[src/hdl/assert_macros.svh]
// Assertion macros for the RTL file that carries concurrent checks.
`ifndef ASSERT_MACROS_SVH
`define ASSERT_MACROS_SVH
`ifndef ASSERT_OFF
// Condition that must hold at every clock edge outside reset.
`define ASSERT_ALWAYS(lbl, expr, msg) \
    lbl: assert property (@(posedge clk) disable iff (!rst_n) (expr)) else $error(msg);
// Antecedent that implies a consequent in the same cycle.
`define ASSERT_IMPLIES(lbl, ante, cons, msg) \
    lbl: assert property (@(posedge clk) disable iff (!rst_n) (ante) |-> (cons)) \
        else $error(msg);
`else
`define ASSERT_ALWAYS(lbl, expr, msg)
`define ASSERT_IMPLIES(lbl, ante, cons, msg)
`endif
`endif

[src/hdl/wmps_pkg.sv]
// Shared types, widths and defaults for the weighted pattern match scorer.
package wmps_pkg;

    localparam int NODES_DEF        = 1024;
    localparam int ALPHABET_DEF     = 26;
    localparam int FENWICK_SIZE_DEF = 1026;

    localparam int CMD_W   = 3;
    localparam int NODE_W  = 10;
    localparam int SYM_W   = 5;
    localparam int POS_W   = 11;
    localparam int DELTA_W = 32;
    localparam int SCORE_W = 64;

    // Command codes carried by a request transaction.
    typedef enum logic [CMD_W-1:0] {
        CMD_TRANS = 3'd0,
        CMD_POS   = 3'd1,
        CMD_RANGE = 3'd2,
        CMD_CLEAR = 3'd3,
        CMD_SCAN  = 3'd4
    } cmd_t;

    // Operation after classification; invalid writes and unused codes are dropped.
    typedef enum logic [2:0] {
        OP_TRANS,
        OP_POS,
        OP_RANGE,
        OP_CLEAR,
        OP_SCAN
    } op_t;

    typedef struct packed {
        op_t                op;
        logic [NODE_W-1:0]  node;
        logic [SYM_W-1:0]   symbol;
        logic [NODE_W-1:0]  next_node;
        logic [POS_W-1:0]   position;
        logic [POS_W-1:0]   range_low;
        logic [POS_W-1:0]   range_high;
        logic [DELTA_W-1:0] delta;
        logic               first;
        logic               last;
    } job_t;

    typedef struct packed {
        logic init_busy;
        logic idle;
    } back_status_t;

    typedef enum logic [3:0] {
        ST_INIT,
        ST_IDLE,
        ST_CLR,
        ST_ADD_RD,
        ST_ADD_WR,
        ST_SCAN_TR,
        ST_SCAN_POS,
        ST_Q_RD,
        ST_Q_ACC,
        ST_EMIT
    } state_t;

endpackage

[src/hdl/wmps_if.sv]
// Request and result channel interfaces of the pattern match scorer.
interface wmps_req_if import wmps_pkg::*; ();
    logic               valid;
    logic               ready;
    logic [CMD_W-1:0]   cmd;
    logic [NODE_W-1:0]  node;
    logic [SYM_W-1:0]   symbol;
    logic [NODE_W-1:0]  next_node;
    logic [POS_W-1:0]   position;
    logic [POS_W-1:0]   range_low;
    logic [POS_W-1:0]   range_high;
    logic [DELTA_W-1:0] delta;
    logic               first;
    logic               last;

    modport source (output valid, cmd, node, symbol, next_node, position, range_low,
                    range_high, delta, first, last, input ready);
    modport sink (input valid, cmd, node, symbol, next_node, position, range_low,
                  range_high, delta, first, last, output ready);
endinterface


[src/hdl/wmps_front.sv]
// Front end: accepts request transactions, classifies them and queues jobs.
module wmps_front import wmps_pkg::*; #(
    parameter int NODES    = NODES_DEF,
    parameter int ALPHABET = ALPHABET_DEF
) (
    input  logic         clk,
    input  logic         rst_n,
    wmps_req_if.sink     request,
    input  back_status_t status,
    output job_t         job,
    output logic         job_valid,
    input  logic         job_ready
);

    job_t       q_reg [2];
    logic       wr_ptr_reg, wr_ptr_next;
    logic       rd_ptr_reg, rd_ptr_next;
    logic [1:0] count_reg, count_next;

    job_t cls_job;
    logic cls_keep;
    logic push, pop;

    // Decode the command, drop unused codes and writes that would land outside the tables.
    always_comb
    begin
        cls_job            = '0;
        cls_job.node       = request.node;
        cls_job.symbol     = request.symbol;
        cls_job.next_node  = request.next_node;
        cls_job.position   = request.position;
        cls_job.range_low  = (request.range_low == '0) ? POS_W'(1) : request.range_low;
        cls_job.range_high = request.range_high;
        cls_job.delta      = request.delta;
        cls_job.first      = request.first;
        cls_job.last       = request.last;
        cls_keep           = 1'b0;
        case (cmd_t'(request.cmd))
            CMD_TRANS:
            begin
                cls_job.op = OP_TRANS;
                cls_keep   = (32'(request.node) < NODES) && (32'(request.next_node) < NODES)
                             && (32'(request.symbol) < ALPHABET);
            end
            CMD_POS:
            begin
                cls_job.op = OP_POS;
                cls_keep   = 32'(request.node) < NODES;
            end
            CMD_RANGE:
            begin
                cls_job.op = OP_RANGE;
                cls_keep   = 1'b1;
            end
            CMD_CLEAR:
            begin
                cls_job.op = OP_CLEAR;
                cls_keep   = 1'b1;
            end
            CMD_SCAN:
            begin
                cls_job.op = OP_SCAN;
                cls_keep   = 1'b1;
            end
            default:
            begin
                cls_job.op = OP_SCAN;
                cls_keep   = 1'b0;
            end
        endcase
    end

    // Two-entry queue between the front and the back end.
    assign request.ready = (count_reg != 2'd2) && !status.init_busy;
    assign push          = request.valid && request.ready && cls_keep;
    assign pop           = job_valid && job_ready;
    assign job_valid     = count_reg != 2'd0;
    assign job           = q_reg[rd_ptr_reg];

    always_comb
    begin
        wr_ptr_next = push ? !wr_ptr_reg : wr_ptr_reg;
        rd_ptr_next = pop ? !rd_ptr_reg : rd_ptr_reg;
        count_next  = count_reg + 2'(push) - 2'(pop);
    end

    always_ff @(posedge clk or negedge rst_n)
    begin
        if (!rst_n)
        begin
            wr_ptr_reg <= 1'b0;
            rd_ptr_reg <= 1'b0;
            count_reg  <= 2'd0;
        end
        else
        begin
            wr_ptr_reg <= wr_ptr_next;
            rd_ptr_reg <= rd_ptr_next;
            count_reg  <= count_next;
        end
    end

    // Queue payload needs no reset.
    always_ff @(posedge clk)
    begin
        if (push)
        begin
            q_reg[wr_ptr_reg] <= cls_job;
        end
    end

endmodule

[src/flat_wrapper.sv]
// flat-port wrapper written by rule: the top's interface ports become plain ports
module wmps_front_flat import wmps_pkg::*;
#(
    parameter int NODES    = NODES_DEF,
    parameter int ALPHABET = ALPHABET_DEF
)
  (clk, rst_n, status, job, job_valid, job_ready, request_valid, request_cmd, request_node, request_symbol, request_next_node, request_position, request_range_low, request_range_high, request_delta, request_first, request_last, request_ready);
  wmps_req_if request_i ();
  input  logic clk;
  input  logic rst_n;
  input  back_status_t status;
  output job_t job;
  output logic job_valid;
  input  logic job_ready;
  input wire logic [$bits(request_i.valid)-1:0] request_valid;
  input wire logic [$bits(request_i.cmd)-1:0] request_cmd;
  input wire logic [$bits(request_i.node)-1:0] request_node;
  input wire logic [$bits(request_i.symbol)-1:0] request_symbol;
  input wire logic [$bits(request_i.next_node)-1:0] request_next_node;
  input wire logic [$bits(request_i.position)-1:0] request_position;
  input wire logic [$bits(request_i.range_low)-1:0] request_range_low;
  input wire logic [$bits(request_i.range_high)-1:0] request_range_high;
  input wire logic [$bits(request_i.delta)-1:0] request_delta;
  input wire logic [$bits(request_i.first)-1:0] request_first;
  input wire logic [$bits(request_i.last)-1:0] request_last;
  output wire logic [$bits(request_i.ready)-1:0] request_ready;
  assign request_i.valid = request_valid;
  assign request_i.cmd = request_cmd;
  assign request_i.node = request_node;
  assign request_i.symbol = request_symbol;
  assign request_i.next_node = request_next_node;
  assign request_i.position = request_position;
  assign request_i.range_low = request_range_low;
  assign request_i.range_high = request_range_high;
  assign request_i.delta = request_delta;
  assign request_i.first = request_first;
  assign request_i.last = request_last;
  assign request_ready = request_i.ready;
  wmps_front #(.NODES(NODES), .ALPHABET(ALPHABET)) u_core (.clk(clk), .rst_n(rst_n), .request(request_i), .status(status), .job(job), .job_valid(job_valid), .job_ready(job_ready));
endmodule
[config.mk]
export PLATFORM = sky130hd
export DESIGN_NAME = wmps_front_flat
export DESIGN_NICKNAME = d
export VERILOG_FILES = /design/src/hdl/assert_macros.svh /design/src/hdl/wmps_pkg.sv /design/src/hdl/wmps_if.sv /design/src/hdl/wmps_front.sv /design/src/flat_wrapper.sv
export SDC_FILE = /design/constraint.sdc
export NUM_CORES = 1
export LEC_CHECK = 0
export ABC_AREA = 1
export BUFFER_PORTS_ARGS = -buffer_cell sky130_fd_sc_hd__buf_2
export CAP_MARGIN = 20
export CORE_ASPECT_RATIO = 1.2
export CORE_MARGIN = 8
export CORE_UTILIZATION = 35
export CTS_BUF_LIST = sky130_fd_sc_hd__clkbuf_16
export CTS_CLUSTER_SIZE = 8
export DETAILED_ROUTE_END_ITERATION = 8
export PLACE_DENSITY = 0.68
export SYNTH_ARGS = -nofsm -noshare
export SYNTH_HDL_FRONTEND = slang
export SYNTH_SLANG_ARGS = --single-unit
[constraint.sdc]
create_clock -name clk -period 6.5 [get_ports clk]
set_input_delay 0.975 -clock clk [delete_from_list [all_inputs] [get_ports clk]]
set_output_delay 0.975 -clock clk [all_outputs]
set_load 0.01 [all_outputs]
== Word-level counts from Yosys, hierarchy flattened ==
Memories as Yosys holds them, arrays and structs flattened.
Cells that the tools add are included.
Operators by class
  $add $sub $neg: 2
  order comparisons: 1
  equal/unequal tests: 5
  multiplexer cells: 5
  reductions and logical operators: 11
Operators by type and width (number)
  3-bit case mux with 4 select lines: 1
  11-bit logical NOT: 1
  11-bit 2-to-1 mux: 1
  3-bit by 2-bit equality test with 1-bit output, second input constant: 2
  5-bit less-than comparator, second input constant: 1
  1-bit logical AND: 4
  4-bit OR reduction: 1
  3-bit by 1-bit equality test with 1-bit output, second input constant: 1
  3-bit equality test, second input constant: 1
  1-bit logical NOT: 3
  3-bit logical NOT: 1
  2-bit by 1-bit adder with 2-bit output: 1
  1-bit 2-to-1 mux: 2
  2-bit inequality test, second input constant: 1
  1-bit case mux with 2 select lines: 1
  2-bit nonzero test: 1
  2-bit by 1-bit subtractor with 2-bit output: 1
Word-level totals
  flip-flop bits (word level): 4
  bits in writable memories: 190
  bits of input ports: 101
  output and inout bits: 97
  word-level logic and storage cells: 28
  memories: 1
Memory list
  u_core.q_reg: depth 2, width 95, read ports 1, clocked after memory_dff 0, write ports 1, RTL line wmps_front.sv:15  | job_t q_reg [2];

== Logic depth before layout (Yosys ltp) ==
Gate-level depths: netlist of run 1.
  word-level depth: 6
  gate-level depth with buffers: 8
  depth with buffers taken out: 8

== Least setup slack after synthesis of run 1 ==
OpenSTA, ideal clock, no wires.
  path kind: input-to-reg
  from: in request_cmd[0]
  to: mem u_core.q_reg[1][0] (netlist name) (enable)
  data arrival time: 5241 ps
  slack: 709 ps
  stages on the path: 6
  cell sequence: inv_1 nand2_1 nor2_1 nand2_1 nand3_1 nor2_1
On the way
  longest elaborated chain between the ends: 6
  elaborated cells between the ends (all ways): 10
  classes of those cells: 4 x eq/ne; 3 x mux; 3 x reduce/logical
Ends and longest elaborated chain
  start, declared: RTL line flat_wrapper.sv:16  | input wire logic [$bits(request_i.cmd)-1:0] request_cmd;
  3-bit by 1-bit equality test with 1-bit output (tied with other cells): RTL line wmps_front.sv:38  | case (cmd_t'(request.cmd))
  4-bit OR reduction (no source line)
  1-bit case mux with 2 select lines *: RTL line wmps_front.sv:38
  1-bit logical AND *: RTL line wmps_front.sv:75  | assign push = request.valid && request.ready && cls_keep;
  1-bit 2-to-1 mux *: RTL line wmps_front.sv:106  | if (push)
  1-bit 2-to-1 mux (implied by the code) *: RTL line wmps_front.sv:108  | q_reg[wr_ptr_reg] <= cls_job;
  end, declared: RTL line wmps_front.sv:15
Every way passes the cells marked *; elsewhere a longest branch is shown, timed or not.

==> flow_summary.toml, run 1 <==
[status]
outcome = "finished clean"

[cts]
numCtsBuffers = 17
cts.clk_slew.worst_paths_ns = 0.07
tritoncts = "done"
cts_hold_buf = 0
cts_buffer_depth = 2
htreeDepth = 4
cts.repair.resized = 0
clock_sinks = 194
clk_latency_ns = 0.42
root_buffer = "clkbuf_16"
cts_setup_buffers = 0

[timing]
setup_viol = 0
skew_ns = 0.0107
relSlewSlack_pct = 32.7
post-route-period-util_pct = 51.9
min_period_ns = 3.37
setup_tns_ns = 0
fmax_ghz = 0.296
maxSlewViolCount = 0
rsz0062_at_grt = "false"
worst_pin_slew_ns = 1.01
final_hold_viol_count = 0

[route]
wire_per_inst_um = 15.7
drtIter0Drc = 235
dr.pass1.iters = 4
routed_wl_um = 16100
dr_total_vias = 4487
ant_nets = 0
drc = 0
vias_per_cell = 4.36

[global_route]
grt_pass1_vias = 4575
grt_pass1_wl_um = 24600
grt_overflow_total = 0
grtUsageTotal_pct = 12.5
antenna_found_initial = 3
grt_max_degree = 97

[power_and_ir_drop]
p_total_mw = 3.53
powerDensity_mw_per_mm2 = 391
vdd_drop_max_uv = 270
power_leakage_nw = 3.85

[synthesis]
yosys.area.top_type = "edfxtp_1"
synth.area.top_cells = "edfxtp_1 78%, nand2_1 15%, dfrtp_1 1.4%"
synth.top_cell.area_share_pct = 78.3
syn_avg_cell_area_um2 = 13.1
syn_inst = 558
ys.flop_type = "edfxtp_1"
ys_seq_area_share_pct = 79.6
yosysMostFrequentCell = "nand2_1"
syn-num-nets = 661
syn_area_mm2 = 0.00729
synth_commonest_cells = "296 x nand2_1, 190 x edfxtp_1, 13 x inv_1, 12 x buf_2"
ys_types = 18
yosysWarnings = 0
async_reset_ff_share_pct = 2.06
synth-edff-count = 190
ys_ff_latch = 194

[setup_path]
worst_setup_path_start_kind = "register"
cp.required_ns = 5.52
r2r_start = "u_core.count_reg[1]"
r2r-end = "u_core.q_reg[0][92]"
critPathArrivalTime_ns = 2.40
critical_path_class = "register to primary output"
critPathLaunch = "u_core.rd_ptr_reg"
r2r_cells = 6
endpoint = "job[94]"
cp_max_fo = 96
r2r_setup_slack_ns = 4.09
cp-end-kind = "primary output"

[floorplan]
fp.dieH_um = 174
die_w_um = 148
coreArea_mm2 = 0.0207
initial_core_util_pct = 35.3
io_pins = 198
core.rowCount = 58
die-area_mm2 = 0.0257

[place]
place_inst = 996
gp_congestion = 0.715
dpl.hpwl_um = 10800
io_buffer_count = 196
dpl_cell_area_mm2 = 0.00846

[finish]
fill_cells = 1888
largest_register_ffs = 190
design_area_mm2 = 0.00903
drive_above_1_share_pct = 30.9
area_growth_pct = 23.8
stdcell_count = 1030
nNetsFinal = 848

[min_path]
hp-class = "input port to async pin"

[run]
cap_violations = 0
-- logic make-up after synthesis --
group	synth area share, %
fa+ha+maj	0.343
flops	79.6
xor+xnor	0.360
compound gates	0.103
simple gates	16.2
buf+inv	3.38
-- cells in the final DEF (no fill, tap or decap), types with 2 or more instances in the layout --
cell / count
inv_8: 3
ha_1: 2
xnor2_1: 2
inv_4: 2
clkbuf_16: 17
diode_2: 2
clkinv_1: 2
nand2_1: 296
clkinvlp_4: 2
nor2_1: 10
nand3_1: 2
buf_4: 4
clkinv_2: 2
inv_1: 13
edfxtp_1: 190
buf_2: 196
dfrtp_1: 3
clkinv_4: 3
-- metrics by stage --
stage          utilization, %  worst slack [ns]  hold WS, ns
2_1_floorplan               -             0.709        0.442
3_3_place_gp             40.9              3.31        0.455
3_5_place_dp             40.9              3.31        0.460
4_1_cts                  43.6              3.01        0.321
5_1_grt                  43.6              2.90        0.323
6_report                 43.6              3.13        0.345
-- critical path, cell delays in order (launching register included) --
cell	delay (ns)
dfrtp_4	0.71
inv_4	0.81
nand2_1	0.13
nand2_1	0.13
buf_2	0.14
-- per-layer routing --
metal / global-route usage, % / share of wire (%) / vias to the layer above / wire length (um)
met5: 0 / 0.081 / - / 13
li1: - / - / 2228 / -
met1: 13.2 / 38 / 2109 / 6180
met3: 3.85 / 5.8 / 24 / 931
met2: 22.2 / 53 / 124 / 8580
met4: 6.13 / 2.7 / 2 / 433
-- worst min path at each step --
stage	from	to	slack, ns	cells after the start
2_1_floorplan	u_core.wr_ptr_reg	u_core.wr_ptr_reg	0.44	2
3_3_place_gp	u_core.wr_ptr_reg	u_core.wr_ptr_reg	0.46	2
3_5_place_dp	u_core.wr_ptr_reg	u_core.wr_ptr_reg	0.46	2
4_1_cts	rst_n	u_core.count_reg[1]	0.32	1
5_1_grt	rst_n	u_core.count_reg[1]	0.32	1
6_report	rst_n	u_core.count_reg[1]	0.35	1
-- area by class of cell --
| cell class | instances | area [um2] | area share, % |
|---|---|---|---|
| antenna | 2 | 5.00 | 0.0554 |
| inverter | 14 | 57.6 | 0.638 |
| clock inverter | 15 | 135 | 1.50 |
| multi-input combinational | 318 | 1250 | 13.8 |
| timing repair buffer | 200 | 1010 | 11.2 |
| sequential | 194 | 5810 | 64.4 |
| tap | 270 | 338 | 3.74 |
| clock buffer | 17 | 425 | 4.71 |
-- power by group --
| part | internal (mW) | total, mW | switching (mW) |
|---|---|---|---|
| registers | 1.49 | 1.57 | 0.0782 |
| clock network | 0.534 | 0.993 | 0.460 |
| logic | 0.332 | 0.968 | 0.636 |
Power figures use the tool's default switching activity.
==> inputs of run 2 (changes only) <==
ABC_AREA = 0   (was 1)
clock period = 3.2 ns   (was 6.5 ns; I/O delays follow)
==> flow_summary.toml, run 2 <==
[power_and_ir_drop]
power_leakage_nw = 3.50
vdd_drop_max_uv = 527
powerDensity_mw_per_mm2 = 771
p_total_mw = 7.11

[status]
outcome = "finished clean"

[cts]
root_buffer = "clkbuf_16"
htreeDepth = 4
cts_buffer_depth = 2
cts_setup_buffers = 0
clock_sinks = 194
numCtsBuffers = 17
cts.clk_slew.worst_paths_ns = 0.07
clk_latency_ns = 0.42
tritoncts = "done"

[timing]
rsz0062_at_grt = "false"
final_hold_viol_count = 0
maxSlewViolCount = 0
fmax_ghz = 0.375
worst_pin_slew_ns = 0.680
setup_viol = 0
skew_ns = 0.00563
relSlewSlack_pct = 54.7
setup_tns_ns = 0
fin_hold_ws_ns = 0.249
post-route-period-util_pct = 83.3
min_period_ns = 2.67

[finish]
drive_above_1_share_pct = 61.3
utilization_pct = 44.3
layout_commonest_cell = "buf_2"
largest_register_ffs = 190
final_cell_mix = "196 x buf_2, 190 x edfxtp_1, 55 x mux2_2"
nNetsFinal = 638
area_growth_pct = 25.0

[synthesis]
async_reset_ff_share_pct = 2.06
synth_commonest_cells = "190 x edfxtp_1, 55 x mux2_2, 40 x mux2_4, 11 x clkbuf_1, 5 x buf_2"
synth.top_cell.area_share_pct = 77.4
yosysWarnings = 0
ys_seq_area_share_pct = 78.7
synth.area.top_cells = "edfxtp_1 77%, mux2_2 8.4%, mux2_4 8.1%"
ys_types = 25
yosys.area.top_type = "edfxtp_1"
syn_area_mm2 = 0.00738
syn-num-nets = 438
ys.flop_type = "edfxtp_1"
syn_inst = 335
syn_avg_cell_area_um2 = 22.0
synth-edff-count = 190
yosysMostFrequentCell = "edfxtp_1"
ys_ff_latch = 194

[global_route]
grt_pass1_wl_um = 22000
antenna_found_initial = 3
grt_overflow_total = 0
grt_max_degree = 50
grt_pass1_vias = 4054
grtUsageTotal_pct = 11.1

[setup_path]
slowest_stage = "dfrtp_4"
r2r_cells = 4
cp.required_ns = 2.72
cp_cell_sequence = "buf_4, mux2_4, buf_2"
r2r_start = "u_core.count_reg[1]"
cp.depth = 3
cp_top_family = "flip-flops"
cp_num_buf_inv = 2
r2r_setup_slack_ns = 1.17
r2r-end = "u_core.q_reg[1][73]"
critPathLaunch = "u_core.rd_ptr_reg"
endpoint = "job[57]"
max_stage_delay_ns = 0.80
cp_max_fo = 31
cp-end-kind = "primary output"
critical_path_class = "register to primary output"
worst_setup_path_start_kind = "register"
critPathArrivalTime_ns = 2.19

[min_path]
hp-class = "input port to register"
holdPathStages = 1

[route]
drc = 0
ant_nets = 0
dr.pass1.iters = 4
wire_per_inst_um = 17.7
vias_per_cell = 4.46
drtIter0Drc = 139
dr_total_vias = 3649
routed_wl_um = 14500

[floorplan]
fp.dieH_um = 175
initial_core_util_pct = 35.4
coreArea_mm2 = 0.0208
core.rowCount = 58
die_w_um = 149
io_pins = 198
die-area_mm2 = 0.0260

[place]
gp_congestion = 0.755
io_buffer_count = 196
dpl.hpwl_um = 10200

[run]
cap_violations = 0
run 2: worst min path at each step:
stage                                to  slack [ns]                start
detailed placement    u_core.rd_ptr_reg        0.29                rst_n
floorplan           u_core.count_reg[0]        0.18                rst_n
global placement    u_core.count_reg[0]        0.29                rst_n
finish              u_core.q_reg[0][59]        0.25  request_position[3]
CTS                 u_core.q_reg[0][16]        0.22    request_delta[14]
global route        u_core.q_reg[0][16]        0.21    request_delta[14]
run 2: final cells by class:
type                       count  area (um2)
timing repair buffer         203        1060
tap                          270         338
sequential                   194        5810
clock inverter                15         174
antenna                        1        2.50
inverter                       2        7.51
clock buffer                  17         425
multi-input combinational    117        1400
fill                        1819       11600
run 2: repair_timing:
item / 4_1_cts / 5_1_grt
resized for setup: 0 / 0
hold buffers: 1 / 0
endpoints found under the hold margin: 4 / 0
run 2: layer usage:
metal	GRT usage, %	part of all wire (%)	vias up
met2	18.9	51	121
met5	0	0.15	-
met1	11.7	39	1796
met3	5.02	8.0	17
met4	4.21	1.7	4
li1	-	-	1711
run 2: where the power goes:
| part | leakage (nW) | internal, mW | switching (mW) | total, mW |
|---|---|---|---|---|
| Clock | 0.283 | 1.12 | 0.981 | 2.10 |
| Combinational | 1.44 | 0.955 | 0.855 | 1.81 |
| Sequential | 1.77 | 3.04 | 0.163 | 3.20 |
run 2: logic make-up (layout without fill, tap and decap cells):
family          after synthesis  in the layout  share of synthesized area [%]
simple gates                 12             12                           1.05
fa+ha+maj                     2              2                          0.339
xor+xnor                      4              4                          0.475
mux                          95             95                           16.5
flops                       194            194                           78.7
buf+inv                      24            237                           2.44
compound gates                4              4                          0.441
other cells                   0              1                              0
run 2: per-stage QoR:
stage | setup slack [ns] | cells | cell area (um2)
global placement | 0.853 | 785 | 8610
detailed placement | 0.812 | 785 | 8610
global route | 0.391 | 819 | 9220
floorplan | 0.368 | 335 | 7380
CTS | 0.435 | 818 | 9220
finish | 0.534 | 819 | 9220
run 2: worst register-to-register path, cell delays in order, from the launching register on:
cell,delay [ns]
dfrtp_1,0.42
a21oi_2,0.17
and4_4,0.27
and2_4,0.44
buf_4,0.41
==> inputs of run 3 (changes only) <==
clock period = 2.55 ns   (was 3.2 ns; I/O delays follow)
==> flow_summary.toml, run 3 (synthesis results as in run 2) <==
[status]
outcome = "finished clean"

[floorplan]
core.rowCount = 58
fp.dieH_um = 175
die_w_um = 149
die-area_mm2 = 0.0260
coreArea_mm2 = 0.0208
initial_core_util_pct = 35.4
io_pins = 198

[global_route]
busiest_layer = "met2"
grt_overflow_total = 0
grt_max_degree = 54
grt_pass1_wl_um = 22100
antenna_found_initial = 1
grtUsageTotal_pct = 11.0
met2_usage_pct = 19.6
grt_util_met3_pct = 4.74
grt_pass1_vias = 4269
use_met1_pct = 11.3

[place]
gp_congestion = 0.727
dpl.hpwl_um = 10300
dp_slack_ns = 0.625
dpl_cell_area_mm2 = 0.00867
io_buffer_count = 196

[timing]
min_period_ns = 2.25
setup_viol = 0
fmax_ghz = 0.444
worst_pin_slew_ns = 0.458
maxSlewViolCount = 0
post-route-period-util_pct = 88.3
final_hold_viol_count = 0
setup_tns_ns = 0
setup_slack_ns = 0.298
skew_ns = 0.00505
rsz0062_at_grt = "false"
relSlewSlack_pct = 69.2

[power_and_ir_drop]
seq_power_share_pct = 44.5
p_sw_share_pct = 28.4
combPwrFrac_pct = 27.0
powerDensity_mw_per_mm2 = 959
clock_power_share_pct = 28.5
power_switching_mw = 2.52
p_int_mw = 6.36
vdd_drop_max_uv = 574
p_total_mw = 8.88
power_leakage_nw = 3.51

[setup_path]
slowest_stage = "dfrtp_4"
cp-end-kind = "primary output"
cp_top_family = "flip-flops"
cp.required_ns = 2.17
cp_num_buf_inv = 2
critPathArrivalTime_ns = 1.87
cp_cell_sequence = "buf_12, mux2_2, buf_2"
cp_max_fo = 41
max_stage_delay_ns = 0.62
worst_setup_path_start_kind = "register"
critical_path_class = "register to primary output"

[cts]
htreeDepth = 4
clock_sinks = 194
tritoncts = "done"
cts.clk_slew.worst_paths_ns = 0.07
cts.repair.resized = 0
root_buffer = "clkbuf_16"
numCtsBuffers = 17
clk_latency_ns = 0.42
cts_buffer_depth = 2
cts_hold_buf = 1
cts_setup_buffers = 0

[min_path]
hp-class = "input port to register"

[finish]
layout_commonest_cell = "buf_2"
utilization_pct = 44.5
final_cell_mix = "196 x buf_2, 190 x edfxtp_1, 55 x mux2_2"
drive_above_1_share_pct = 61.3
design_area_mm2 = 0.00926
nNetsFinal = 640
area_growth_pct = 25.5
largest_register_ffs = 190
fill_cells = 1810

[route]
dr_total_vias = 3680
drtIter0Drc = 154
wire_per_inst_um = 17.5
drc = 0
vias_per_cell = 4.48
routed_wl_um = 14400
ant_nets = 0
dr.pass1.iters = 4

[run]
cap_violations = 0
## run 3: per-stage QoR
stage | instances | hold WS (ns)
floorplan | 335 | 0.0869
global placement | 787 | 0.192
detailed placement | 787 | 0.197
CTS | 820 | 0.120
global route | 820 | 0.113
finish | 821 | 0.151
## run 3: power by group through the flow
| stage | Clock, mW | Combinational, mW | Sequential, mW |
|---|---|---|---|
| detailed placement | 0 | 2.46 | 4.03 |
| floorplan | 0 | 1.77 | 3.94 |
| global route | 2.75 | 2.58 | 3.98 |
| finish | 2.53 | 2.40 | 3.95 |
| global placement | 0 | 2.43 | 4.01 |
| CTS | 2.63 | 2.47 | 3.96 |
## run 3: final cells by class
cell class | instances | area, um2 | share of cell area, %
diodes | 1 | 2.50 | 0.0270
clock buffers | 17 | 425 | 4.59
clock inverters | 15 | 150 | 1.62
inverters | 2 | 7.51 | 0.0811
multi-input cells | 117 | 1400 | 15.1
flip-flops and latches | 194 | 5810 | 62.7
well taps | 270 | 338 | 3.65
repair buffers | 205 | 1130 | 12.2
## run 3: final timing paths
check / from / endpoint / slack [ns] / cells after the start
worst max-delay path: u_core.rd_ptr_reg / job[36] / 0.30 / 3
worst min-delay path: request_node[2] / u_core.q_reg[0][84] / 0.15 / 1
worst max register to register: u_core.count_reg[1] / u_core.count_reg[1] / 0.76 / 7
worst min register to register: u_core.count_reg[1] / u_core.count_reg[1] / 0.51 / 1
max in group asynchronous: rst_n / u_core.rd_ptr_reg / 2.10 / 2
min in group asynchronous: rst_n / u_core.count_reg[1] / 0.31 / 2
## run 3: layer usage
layer,up-vias,wire [um]
li1,1712,-
met1,1832,5580
met2,126,7510
met3,8,1160
met4,2,126
met5,-,13
